$ cat src/design/gsc_pkg.sv
// ============================================================================
// gsc_pkg: shared types and constants
// Calibration tables, flag bit positions, CSR indices, divider widths and the divider transaction structs.
// ============================================================================
package gsc_pkg;

   localparam int CURVE_POINTS    = 19;
   localparam int TEMP_POINTS     = 6;
   localparam int HUMIDITY_POINTS = 5;

   localparam int CURVE_IDX_W = $clog2(CURVE_POINTS);
   localparam int TEMP_IDX_W  = $clog2(TEMP_POINTS);
   localparam int HUM_IDX_W   = $clog2(HUMIDITY_POINTS);

   localparam int DIV_NUM_W = 48;
   localparam int DIV_DEN_W = 21;
   localparam int DIV_CNT_W = $clog2(DIV_NUM_W);

   localparam int FLAG_LOW_BIT    = 0;
   localparam int FLAG_HIGH_BIT   = 1;
   localparam int FLAG_T_HIGH_BIT = 2;
   localparam int FLAG_T_LOW_BIT  = 3;
   localparam int FLAG_H_HIGH_BIT = 4;
   localparam int FLAG_H_LOW_BIT  = 5;

   localparam logic [13:0] CURVE_PPM [CURVE_POINTS] = '{
      14'd500, 14'd600, 14'd700, 14'd800, 14'd900, 14'd1000, 14'd1300, 14'd1700,
      14'd2000, 14'd2100, 14'd3000, 14'd4000, 14'd4400, 14'd5000, 14'd6000,
      14'd7000, 14'd8000, 14'd9000, 14'd10000};

   localparam logic [15:0] CURVE_RATIO [CURVE_POINTS] = '{
      16'd6144, 16'd5734, 16'd5325, 16'd4915, 16'd4506, 16'd4096, 16'd3686,
      16'd3277, 16'd2990, 16'd2867, 16'd2458, 16'd2171, 16'd2048, 16'd1925,
      16'd1761, 16'd1679, 16'd1556, 16'd1475, 16'd1434};

   localparam logic signed [7:0] TEMP_AXIS [TEMP_POINTS] = '{
      -8'sd10, 8'sd0, 8'sd10, 8'sd20, 8'sd30, 8'sd40};

   localparam logic [7:0] HUM_AXIS [HUMIDITY_POINTS] = '{
      8'd0, 8'd20, 8'd40, 8'd65, 8'd100};

   localparam logic [12:0] COMP_TABLE [HUMIDITY_POINTS][TEMP_POINTS] = '{
      '{13'd7660, 13'd7332, 13'd7127, 13'd6881, 13'd6758, 13'd6595},
      '{13'd7086, 13'd6226, 13'd5530, 13'd4956, 13'd4588, 13'd4383},
      '{13'd6881, 13'd5939, 13'd5120, 13'd4506, 13'd4014, 13'd3768},
      '{13'd6595, 13'd5530, 13'd4710, 13'd4096, 13'd3686, 13'd3523},
      '{13'd6349, 13'd5325, 13'd4506, 13'd3932, 13'd3523, 13'd3400}};

   typedef enum logic [2:0] {
      CSR_SUPPLY,
      CSR_LOAD_RES,
      CSR_WIRE_DROP,
      CSR_BASE_RES,
      CSR_TEMP_HIGH,
      CSR_TEMP_LOW,
      CSR_HUM_HIGH,
      CSR_HUM_LOW
   } csr_index_type;

   typedef struct packed {
      logic                 start;
      logic [DIV_NUM_W-1:0] num;
      logic [DIV_DEN_W-1:0] den;
   } div_req_type;

   typedef struct packed {
      logic                 busy;
      logic                 done;
      logic [DIV_NUM_W-1:0] quot;
   } div_rsp_type;

endpackage

$ cat src/design/gsc_div.sv
// ============================================================================
// gsc_div: shared restoring divider
// Unsigned long division, one quotient bit per cycle, done pulses when ready.
// ============================================================================
module gsc_div (
   input  logic                clock,
   input  logic                reset,
   input  gsc_pkg::div_req_type div_req,
   output gsc_pkg::div_rsp_type div_rsp
);
   import gsc_pkg::*;

   logic [DIV_NUM_W-1:0] num_ff, num_in;
   logic [DIV_DEN_W-1:0] den_ff, den_in;
   logic [DIV_DEN_W-1:0] rem_ff, rem_in;
   logic [DIV_CNT_W-1:0] cnt_ff, cnt_in;
   logic                 busy_ff, busy_in;
   logic                 done_ff, done_in;
   logic [DIV_DEN_W:0]   trial;
   logic [DIV_DEN_W:0]   diff;
   logic                 ge;

   always_comb begin
      trial   = {rem_ff, num_ff[DIV_NUM_W-1]};
      diff    = trial - {1'b0, den_ff};
      ge      = (trial >= {1'b0, den_ff});
      num_in  = num_ff;
      den_in  = den_ff;
      rem_in  = rem_ff;
      cnt_in  = cnt_ff;
      busy_in = busy_ff;
      done_in = 1'b0;
      if (div_req.start) begin
         num_in  = div_req.num;
         den_in  = div_req.den;
         rem_in  = '0;
         cnt_in  = '0;
         busy_in = 1'b1;
      end else if (busy_ff) begin
         rem_in = ge ? diff[DIV_DEN_W-1:0] : trial[DIV_DEN_W-1:0];
         num_in = {num_ff[DIV_NUM_W-2:0], ge};
         cnt_in = cnt_ff + 1'b1;
         if (cnt_ff == DIV_CNT_W'(DIV_NUM_W - 1)) begin
            busy_in = 1'b0;
            done_in = 1'b1;
         end
      end
   end

   always_ff @(posedge clock) begin
      if (reset) begin
         busy_ff <= 1'b0;
         done_ff <= 1'b0;
      end else begin
         busy_ff <= busy_in;
         done_ff <= done_in;
      end
      num_ff <= num_in;
      den_ff <= den_in;
      rem_ff <= rem_in;
      cnt_ff <= cnt_in;
   end

   assign div_rsp.busy = busy_ff;
   assign div_rsp.done = done_ff;
   assign div_rsp.quot = num_ff;

endmodule

$ cat src/design/gas_sensor_ppm_compensation_core.sv
// A zero-voltage sample makes three passes through the shared divider; any other
// sample makes up to six passes, plus a curve search. One transaction at a time;
// the next is accepted once the result is registered. Synchronous active-high
// reset clears control state and loads the default calibration.
// ============================================================================
// gas_sensor_ppm_compensation_core: gas ppm with temp/humidity compensation
// Sequencer around a shared divider: bilinear R0, Rs, ratio, curve lookup.
// ============================================================================
module gas_sensor_ppm_compensation_core (
   input  logic               clock,
   input  logic               reset,
   input  logic               req_valid,
   output logic               req_stall,
   input  logic [15:0]        req_load_millivolts,
   input  logic signed [7:0]  req_temperature,
   input  logic [7:0]         req_humidity,
   output logic               rsp_valid,
   input  logic               rsp_stall,
   output logic [13:0]        rsp_concentration_ppm,
   output logic [5:0]         rsp_range_flags,
   input  logic               csr_write_enable,
   input  logic [2:0]         csr_index,
   input  logic [19:0]        csr_write_data
);
   import gsc_pkg::*;

   typedef enum logic [3:0] {
      S_IDLE, S_SETUP, S_LERP_GO, S_LERP_WAIT, S_R0, S_RS_GO, S_RS_WAIT,
      S_RATIO_GO, S_RATIO_WAIT, S_SEARCH, S_PPM_GO, S_PPM_WAIT, S_DONE
   } state_type;

   // configuration
   logic [15:0]       supply_ff;
   logic [19:0]       load_res_ff;
   logic [9:0]        wire_ff;
   logic [19:0]       base_ff;
   logic signed [6:0] t_hi_ff, t_lo_ff;
   logic [6:0]        h_hi_ff, h_lo_ff;

   state_type state_ff, state_in;
   logic [16:0]             v_ff, v_in;
   logic signed [7:0]       t_ff, t_in;
   logic [7:0]              h_ff, h_in;
   logic [5:0]              flags_ff, flags_in;
   logic [12:0]             c00_ff, c00_in, c10_ff, c10_in, c01_ff, c01_in, c11_ff, c11_in;
   logic [5:0]              dxh_ff, dxh_in, spanh_ff, spanh_in, dxt_ff, dxt_in, spant_ff, spant_in;
   logic [1:0]              lidx_ff, lidx_in;
   logic                    neg_ff, neg_in;
   logic signed [14:0]      y1_ff, y1_in;
   logic signed [14:0]      ya_ff, ya_in, yb_ff, yb_in, factor_ff, factor_in;
   logic [20:0]             r0_ff, r0_in;
   logic [35:0]             rs_ff, rs_in;
   logic [15:0]             ratio_ff, ratio_in;
   logic [CURVE_IDX_W-1:0]  ci_ff, ci_in;
   logic [13:0]             ppm_ff, ppm_in;
   logic                    rsp_valid_ff, rsp_valid_in;
   logic [13:0]             rsp_ppm_ff, rsp_ppm_in;
   logic [5:0]              rsp_flags_ff, rsp_flags_in;

   div_req_type div_req;
   div_rsp_type div_rsp;

   logic [TEMP_IDX_W-1:0] t_seg, t_seg_n;
   logic [HUM_IDX_W-1:0]  h_seg, h_seg_n;
   logic signed [7:0]     t_sel;
   logic [7:0]            h_sel;
   logic                  t_high, t_low, h_high, h_low;
   logic signed [14:0]    ly1, ly2;
   logic [5:0]            ldx, lspan;
   logic signed [15:0]    ldiff;
   logic signed [22:0]    lprod;
   logic [22:0]           lmag;
   logic signed [14:0]    lres;
   logic [12:0]           factor_pos;
   logic [32:0]           r0_sum;
   logic [20:0]           r0_raw;
   logic [16:0]           vdiff;
   logic [36:0]           rs_num;
   logic [29:0]           ppm_num;
   logic [CURVE_IDX_W-1:0] ci_n;

   gsc_div u_div (
      .clock   (clock),
      .reset   (reset),
      .div_req (div_req),
      .div_rsp (div_rsp)
   );

   always_comb begin
      t_seg = TEMP_IDX_W'(TEMP_POINTS - 2);
      for (int i = TEMP_POINTS - 3; i >= 0; i--) begin
         if (t_ff <= TEMP_AXIS[i+1]) t_seg = TEMP_IDX_W'(i);
      end
      h_seg = HUM_IDX_W'(HUMIDITY_POINTS - 2);
      for (int i = HUMIDITY_POINTS - 3; i >= 0; i--) begin
         if (h_ff <= HUM_AXIS[i+1]) h_seg = HUM_IDX_W'(i);
      end
      t_seg_n = t_seg + 1'b1;
      h_seg_n = h_seg + 1'b1;
   end

   always_comb begin
      t_high = (req_temperature > TEMP_AXIS[TEMP_POINTS-1]);
      t_low  = (req_temperature < TEMP_AXIS[0]);
      if (t_high)     t_sel = {t_hi_ff[6], t_hi_ff};
      else if (t_low) t_sel = {t_lo_ff[6], t_lo_ff};
      else            t_sel = req_temperature;
      h_high = (req_humidity > HUM_AXIS[HUMIDITY_POINTS-1]);
      h_low  = (req_humidity < HUM_AXIS[0]);
      if (h_high)     h_sel = {1'b0, h_hi_ff};
      else if (h_low) h_sel = {1'b0, h_lo_ff};
      else            h_sel = req_humidity;
   end

   always_comb begin
      case (lidx_ff)
         2'd0: begin
            ly1 = $signed({2'b00, c00_ff});
            ly2 = $signed({2'b00, c10_ff});
            ldx = dxh_ff;
            lspan = spanh_ff;
         end
         2'd1: begin
            ly1 = $signed({2'b00, c01_ff});
            ly2 = $signed({2'b00, c11_ff});
            ldx = dxh_ff;
            lspan = spanh_ff;
         end
         default: begin
            ly1 = ya_ff;
            ly2 = yb_ff;
            ldx = dxt_ff;
            lspan = spant_ff;
         end
      endcase
      ldiff = {ly2[14], ly2} - {ly1[14], ly1};
      lprod = ldiff * $signed({1'b0, ldx});
      lmag  = lprod[22] ? 23'(-lprod) : 23'(lprod);
      lres  = neg_ff ? y1_ff - $signed({1'b0, div_rsp.quot[13:0]})
                     : y1_ff + $signed({1'b0, div_rsp.quot[13:0]});
      factor_pos = factor_ff[14] ? 13'd0 : factor_ff[12:0];
      r0_sum  = ({20'd0, factor_pos} * {13'd0, base_ff}) + 33'd2048;
      r0_raw  = r0_sum[32:12];
      vdiff   = {1'b0, supply_ff} - v_ff;
      rs_num  = vdiff * load_res_ff;
      ci_n    = ci_ff + 1'b1;
      ppm_num = (CURVE_PPM[ci_n] - CURVE_PPM[ci_ff]) * (CURVE_RATIO[ci_ff] - ratio_ff);
   end

   always_comb begin
      state_in  = state_ff;
      v_in      = v_ff;
      t_in      = t_ff;
      h_in      = h_ff;
      flags_in  = flags_ff;
      c00_in    = c00_ff;
      c10_in    = c10_ff;
      c01_in    = c01_ff;
      c11_in    = c11_ff;
      dxh_in    = dxh_ff;
      spanh_in  = spanh_ff;
      dxt_in    = dxt_ff;
      spant_in  = spant_ff;
      lidx_in   = lidx_ff;
      neg_in    = neg_ff;
      y1_in     = y1_ff;
      ya_in     = ya_ff;
      yb_in     = yb_ff;
      factor_in = factor_ff;
      r0_in     = r0_ff;
      rs_in     = rs_ff;
      ratio_in  = ratio_ff;
      ci_in     = ci_ff;
      ppm_in    = ppm_ff;
      rsp_valid_in = rsp_valid_ff & rsp_stall;
      rsp_ppm_in   = rsp_ppm_ff;
      rsp_flags_in = rsp_flags_ff;
      div_req.start = 1'b0;
      div_req.num   = '0;
      div_req.den   = '0;
      case (state_ff)
         S_IDLE: begin
            if (req_valid) begin
               v_in = {1'b0, req_load_millivolts} + {7'd0, wire_ff};
               if (t_sel > TEMP_AXIS[TEMP_POINTS-1])  t_in = TEMP_AXIS[TEMP_POINTS-1];
               else if (t_sel < TEMP_AXIS[0])         t_in = TEMP_AXIS[0];
               else                                   t_in = t_sel;
               if (h_sel > HUM_AXIS[HUMIDITY_POINTS-1]) h_in = HUM_AXIS[HUMIDITY_POINTS-1];
               else if (h_sel < HUM_AXIS[0])            h_in = HUM_AXIS[0];
               else                                     h_in = h_sel;
               flags_in = '0;
               flags_in[FLAG_T_HIGH_BIT] = t_high;
               flags_in[FLAG_T_LOW_BIT]  = t_low & ~t_high;
               flags_in[FLAG_H_HIGH_BIT] = h_high;
               flags_in[FLAG_H_LOW_BIT]  = h_low & ~h_high;
               state_in = S_SETUP;
            end
         end
         S_SETUP: begin
            c00_in   = COMP_TABLE[h_seg][t_seg];
            c10_in   = COMP_TABLE[h_seg_n][t_seg];
            c01_in   = COMP_TABLE[h_seg][t_seg_n];
            c11_in   = COMP_TABLE[h_seg_n][t_seg_n];
            dxh_in   = 6'(h_ff - HUM_AXIS[h_seg]);
            spanh_in = 6'(HUM_AXIS[h_seg_n] - HUM_AXIS[h_seg]);
            dxt_in   = 6'(t_ff - TEMP_AXIS[t_seg]);
            spant_in = 6'(TEMP_AXIS[t_seg_n] - TEMP_AXIS[t_seg]);
            lidx_in  = 2'd0;
            state_in = S_LERP_GO;
         end
         S_LERP_GO: begin
            div_req.start = 1'b1;
            div_req.num   = DIV_NUM_W'(lmag) + DIV_NUM_W'(lspan >> 1);
            div_req.den   = DIV_DEN_W'(lspan);
            neg_in   = lprod[22];
            y1_in    = ly1;
            state_in = S_LERP_WAIT;
         end
         S_LERP_WAIT: begin
            if (div_rsp.done) begin
               case (lidx_ff)
                  2'd0:    ya_in = lres;
                  2'd1:    yb_in = lres;
                  default: factor_in = lres;
               endcase
               if (lidx_ff == 2'd2) begin
                  state_in = S_R0;
               end else begin
                  lidx_in  = lidx_ff + 1'b1;
                  state_in = S_LERP_GO;
               end
            end
         end
         S_R0: begin
            r0_in = (r0_raw == '0) ? 21'd1 : r0_raw;
            if (v_ff == '0) begin
               flags_in[FLAG_LOW_BIT] = 1'b1;
               ppm_in   = '0;
               state_in = S_DONE;
            end else if (v_ff >= {1'b0, supply_ff}) begin
               rs_in    = '0;
               state_in = S_RATIO_GO;
            end else begin
               state_in = S_RS_GO;
            end
         end
         S_RS_GO: begin
            div_req.start = 1'b1;
            div_req.num   = DIV_NUM_W'(rs_num);
            div_req.den   = DIV_DEN_W'(v_ff);
            state_in = S_RS_WAIT;
         end
         S_RS_WAIT: begin
            if (div_rsp.done) begin
               rs_in    = div_rsp.quot[35:0];
               state_in = S_RATIO_GO;
            end
         end
         S_RATIO_GO: begin
            if ({4'd0, rs_ff} >= {19'd0, r0_ff, 4'd0}) begin
               ratio_in = 16'hFFFF;
               ci_in    = '0;
               state_in = S_SEARCH;
            end else begin
               div_req.start = 1'b1;
               div_req.num   = DIV_NUM_W'({rs_ff, 12'd0});
               div_req.den   = r0_ff;
               state_in = S_RATIO_WAIT;
            end
         end
         S_RATIO_WAIT: begin
            if (div_rsp.done) begin
               ratio_in = div_rsp.quot[15:0];
               ci_in    = '0;
               state_in = S_SEARCH;
            end
         end
         S_SEARCH: begin
            if (ratio_ff > CURVE_RATIO[0]) begin
               flags_in[FLAG_LOW_BIT] = 1'b1;
               ppm_in   = '0;
               state_in = S_DONE;
            end else if (ratio_ff < CURVE_RATIO[CURVE_POINTS-1]) begin
               flags_in[FLAG_HIGH_BIT] = 1'b1;
               ppm_in   = CURVE_PPM[CURVE_POINTS-1];
               state_in = S_DONE;
            end else if (ci_ff < CURVE_IDX_W'(CURVE_POINTS - 2) &&
                         !(ratio_ff > CURVE_RATIO[ci_n])) begin
               ci_in = ci_n;
            end else begin
               state_in = S_PPM_GO;
            end
         end
         S_PPM_GO: begin
            if (CURVE_RATIO[ci_ff] == CURVE_RATIO[ci_n]) begin
               ppm_in   = CURVE_PPM[ci_ff];
               state_in = S_DONE;
            end else begin
               div_req.start = 1'b1;
               div_req.num   = DIV_NUM_W'(ppm_num);
               div_req.den   = DIV_DEN_W'(CURVE_RATIO[ci_ff] - CURVE_RATIO[ci_n]);
               state_in = S_PPM_WAIT;
            end
         end
         S_PPM_WAIT: begin
            if (div_rsp.done) begin
               ppm_in   = CURVE_PPM[ci_ff] + div_rsp.quot[13:0];
               state_in = S_DONE;
            end
         end
         S_DONE: begin
            if (!rsp_valid_ff || !rsp_stall) begin
               rsp_valid_in = 1'b1;
               rsp_ppm_in   = ppm_ff;
               rsp_flags_in = flags_ff;
               state_in     = S_IDLE;
            end
         end
         default: state_in = S_IDLE;
      endcase
   end

   always_ff @(posedge clock) begin
      if (reset) begin
         state_ff     <= S_IDLE;
         rsp_valid_ff <= 1'b0;
         supply_ff    <= 16'd5000;
         load_res_ff  <= 20'd10000;
         wire_ff      <= 10'd0;
         base_ff      <= 20'd10000;
         t_hi_ff      <= 7'sd40;
         t_lo_ff      <= -7'sd10;
         h_hi_ff      <= 7'd100;
         h_lo_ff      <= 7'd0;
      end else begin
         state_ff     <= state_in;
         rsp_valid_ff <= rsp_valid_in;
         if (csr_write_enable) begin
            case (csr_index_type'(csr_index))
               CSR_SUPPLY:    supply_ff   <= csr_write_data[15:0];
               CSR_LOAD_RES:  load_res_ff <= csr_write_data;
               CSR_WIRE_DROP: wire_ff     <= csr_write_data[9:0];
               CSR_BASE_RES:  base_ff     <= csr_write_data;
               CSR_TEMP_HIGH: t_hi_ff     <= $signed(csr_write_data[6:0]);
               CSR_TEMP_LOW:  t_lo_ff     <= $signed(csr_write_data[6:0]);
               CSR_HUM_HIGH:  h_hi_ff     <= csr_write_data[6:0];
               CSR_HUM_LOW:   h_lo_ff     <= csr_write_data[6:0];
               default: ;
            endcase
         end
      end
      v_ff      <= v_in;
      t_ff      <= t_in;
      h_ff      <= h_in;
      flags_ff  <= flags_in;
      c00_ff    <= c00_in;
      c10_ff    <= c10_in;
      c01_ff    <= c01_in;
      c11_ff    <= c11_in;
      dxh_ff    <= dxh_in;
      spanh_ff  <= spanh_in;
      dxt_ff    <= dxt_in;
      spant_ff  <= spant_in;
      lidx_ff   <= lidx_in;
      neg_ff    <= neg_in;
      y1_ff     <= y1_in;
      ya_ff     <= ya_in;
      yb_ff     <= yb_in;
      factor_ff <= factor_in;
      r0_ff     <= r0_in;
      rs_ff     <= rs_in;
      ratio_ff  <= ratio_in;
      ci_ff     <= ci_in;
      ppm_ff    <= ppm_in;
      rsp_ppm_ff   <= rsp_ppm_in;
      rsp_flags_ff <= rsp_flags_in;
   end

   assign req_stall             = (state_ff != S_IDLE);
   assign rsp_valid             = rsp_valid_ff;
   assign rsp_concentration_ppm = rsp_ppm_ff;
   assign rsp_range_flags       = rsp_flags_ff;

   assert property (@(posedge clock) disable iff (reset)
      (req_valid && !req_stall) |=> (state_ff == S_SETUP))
      else $error("accepted transaction did not start setup");

   assert property (@(posedge clock) disable iff (reset)
      div_req.start |-> !div_rsp.busy)
      else $error("divider started while busy");

   assert property (@(posedge clock) disable iff (reset)
      $rose(rsp_valid) |-> ($past(state_ff) == S_DONE))
      else $error("result raised outside done state");

endmodule
$ cat config.mk
export PLATFORM = sky130hd
export DESIGN_NAME = gas_sensor_ppm_compensation_core
export DESIGN_NICKNAME = d
export VERILOG_FILES = /design/src/design/gsc_pkg.sv /design/src/design/gsc_div.sv /design/src/design/gas_sensor_ppm_compensation_core.sv
export SDC_FILE = /design/constraint.sdc
export NUM_CORES = 2
export LEC_CHECK = 0
export BUFFER_PORTS_ARGS = -buffer_cell sky130_fd_sc_hd__buf_2
export CAP_MARGIN = 10
export CORE_UTILIZATION = 55
export CTS_CLUSTER_SIZE = 25
export DETAILED_ROUTE_END_ITERATION = 8
export GPL_ROUTABILITY_DRIVEN = 0
export PLACE_DENSITY = 0.84
export SETUP_SLACK_MARGIN = 0.3
export SLEW_MARGIN = 40
export SYNTH_ARGS = -nofsm -noshare
export SYNTH_HDL_FRONTEND = slang
export SYNTH_SLANG_ARGS = --single-unit
$ cat constraint.sdc
create_clock -name clock -period 10.95 [get_ports clock]
set_input_delay 0.5475 -clock clock [delete_from_list [all_inputs] [get_ports clock]]
set_output_delay 0.5475 -clock clock [all_outputs]
set_load 0.02 [all_outputs]
==> metrics.yaml <==
run_status:
  outcome: "finished with violations"
  failed_checks: "DRC"
yosys:
  synth_top_cell_area_share_pct: 24.8
  synth_top_family_by_area: "adder cells"
  muxShareOfSynthArea_pct: 0.738
  ys_types: 94
  synth.avg_cell_area_sq_um: 8.88
  ys.flop_type: "edfxtp_1"
  synth_compound_area_share_pct: 12.4
  yosys.area_share.simple_pct: 17.1
  synth_edf_count: 353
  ys_seq_elements: 474
  ys_seq_area_share_pct: 21.7
  yosys_warnings: 0
  yosys.area_share.xor_xnor_pct: 4.05
  yosys.area.top_type: "fa_1"
  syn_area_sq_um: 60000
  yosys.area_share.adder_pct: 35.9
  synthArstFlopShare_pct: 0
  yosys.cell_count.top_type: "inv_1"
  synth_common_cells: "inv_1 (986), nand2_1 (970), fa_1 (742)"
  syn_inst: 6761
  synthTopCellsByArea: "fa_1 (25%), edfxtp_1 (18%), ha_1 (11%)"
final_layout:
  fin_cells: 8176
  fin_area_sq_um: 64300
  fill_cells: 8456
  multi_input_area_sq_um: 42500
  regArea_sq_um: 13000
  fin_nets: 8060
  layout-area-overhead-vs-synth_pct: 7.17
  drive_gt1_share_pct: 6.57
routing:
  routed.top_layer: "met5"
  wl_met1_microns: 62700
  drt-total-wl_microns: 175000
  dr.pass1.iters: 9
  first_iter_violations: 6480
  vias_per_cell: 6.19
  antenna_left: 0
  num_vias: 50600
  wl_per_cell_microns: 21.4
  routed-wl-met2_microns: 79000
  route.detailed.drc: 2
  wl_met3_microns: 21100
die:
  start_util_pct: 55.7
  ios: 82
  dieArea_sq_um: 110000
  core_sq_um: 108000
  rows: 120
  die_width_microns: 332
  dieHeight_microns: 332
sta:
  slew_headroom_pct: 38.2
  hold_viol: 0
  fin_crit_sh_pct: 94.4
  min_period_ps: 10330
  finClkSkew_ps: 35.2
  clock.fmax_ghz: 0.0968
  finalSetupViolCount: 0
  setup_ws_ps: 617
  rsz0062_at_grt: "true"
  drv_slew: 0
  tightest_slew_ps: 925
setup_path:
  crit_top_cell: "a21oi_2"
  start_kind: "flop"
  r2r_slack_ps: 620
  slowest_delay_ps: 530
  cp_max_fo: 7
  arrival_ps: 10730
  crit_path_end_kind: "flop"
  critPathRequiredTime_ps: 11350
  slowest_stage: "fa_1"
  criticalPathCategory: "reg2reg"
  crit_buf_inv: 5
  critPathTopFamily: "compound AO/OA/AOI/OAI gates"
placed_design:
  placed_cells: 8059
  dpl_worst_slack_ps: -148
  dpl_cell_area_sq_um: 62100
  io_buffers: 80
  dp_hpwl_microns: 135000
min_path:
  worstHoldPathType: "in2reg"
global_routing:
  grt_pass1_vias: 50700
  grt_max_degree: 95
  gr-usage-all-layers_pct: 31.3
  antenna_found_initial: 10
  grt-ovfl-total: 0
  grt_pass1_wl_microns: 273000
clock_tree:
  clkSlewWorstSetupHoldPaths_ps: 70
  cts_max_level: 2
  ctsHoldBuffers: 0
  cts_buffer_depth: 3
  cts_root_buf: "clkbuf_16"
  worstSkewPairLatency_ps: 670
  cts_tree: "yes"
  numCtsBuffers: 53
  cts.sinks: 474
run:
  drv_cap: 0
## per-layer routing
metal	vias to the layer above	global-route usage, %
met3	786	7.36
met5	-	0
met2	3403	49.8
met4	4	18.3
li1	22100	-
met1	24300	38.9
## sequential cells by signal, indices dropped and copies added (netlist names), 10 cells and up
register	count
base_ff	20
c00_ff	13
c01_ff	13
c10_ff	13
c11_ff	13
factor_ff	14
load_res_ff	20
ppm_ff	14
r0_ff	21
ratio_ff	16
rs_ff	36
rsp_concentration_ppm	14
supply_ff	16
u_div.den_ff	21
u_div.num_ff	48
u_div.rem_ff	21
v_ff	17
wire_ff	10
y1_ff	15
ya_ff	15
yb_ff	15
## repair_timing
item | 4_1_cts | 5_1_grt
endpoints found under the setup margin | 17 | 29
gates resized for setup | 10 | 43
pin swaps | 1 | 20
hold endpoints to repair | 0 | 0
buffers inserted | 3 | 11
## path summary, 6_finish.rpt
kind	start	endpoint	depth (start not counted)
min reg2reg	flags_ff[4]	rsp_range_flags[4]	0
max	lidx_ff[0]	u_div.num_ff[8]	44
max reg2reg	lidx_ff[0]	u_div.num_ff[8]	44
min	csr_write_data[17]	load_res_ff[17]	3
## metrics by stage
step	TNS [ps]	utilization, %	hold WS (ps)
6_report	0	59.7	162
3_3_place_gp	0	57.6	401
2_1_floorplan	0	-	400
3_5_place_dp	-398	57.7	408
4_1_cts	0	59.4	142
5_1_grt	0	59.7	160
## logic make-up after synthesis
group,Yosys count
AND/OR/NAND/NOR,2211
buffers and inverters,1299
adder cells (fa/ha/maj),1275
AO/OA/AOI/OAI,1187
flip-flops,474
XOR/XNOR,274
multiplexers,40
other,1
## worst min-delay path, cell delays in order
cell and delay, ps:
buf_2 120, nand2_1 60, a21oi_1 50
## final cells by class
class	count	share of cell area, %
multi-input cells	4989	66.1
flip-flops and latches	474	20.3
inverters	991	5.79
well taps	1403	2.73
repair buffers	216	2.30
clock buffers	62	2.15
clock inverters	38	0.623
diodes	3	0.0117
## placed cells by master, fill, tap and decap left out, types with 90 or more instances in the layout
master    Yosys  layout
and2_1      211     211
ha_1        533     523
o21ai_0     268     266
xor2_1       94      90
xnor2_1     178     172
a21oi_1     401     393
nand2_1     970     969
inv_1       986     983
buf_4         2     130
dfxtp_1     121     114
nand2b_1     97      97
fa_1        742     739
edfxtp_1    353     353
nor2_1      430     420
Power is not shown: default switching activity piles up to over one toggle a cycle in this logic, so the estimate is an artifact.
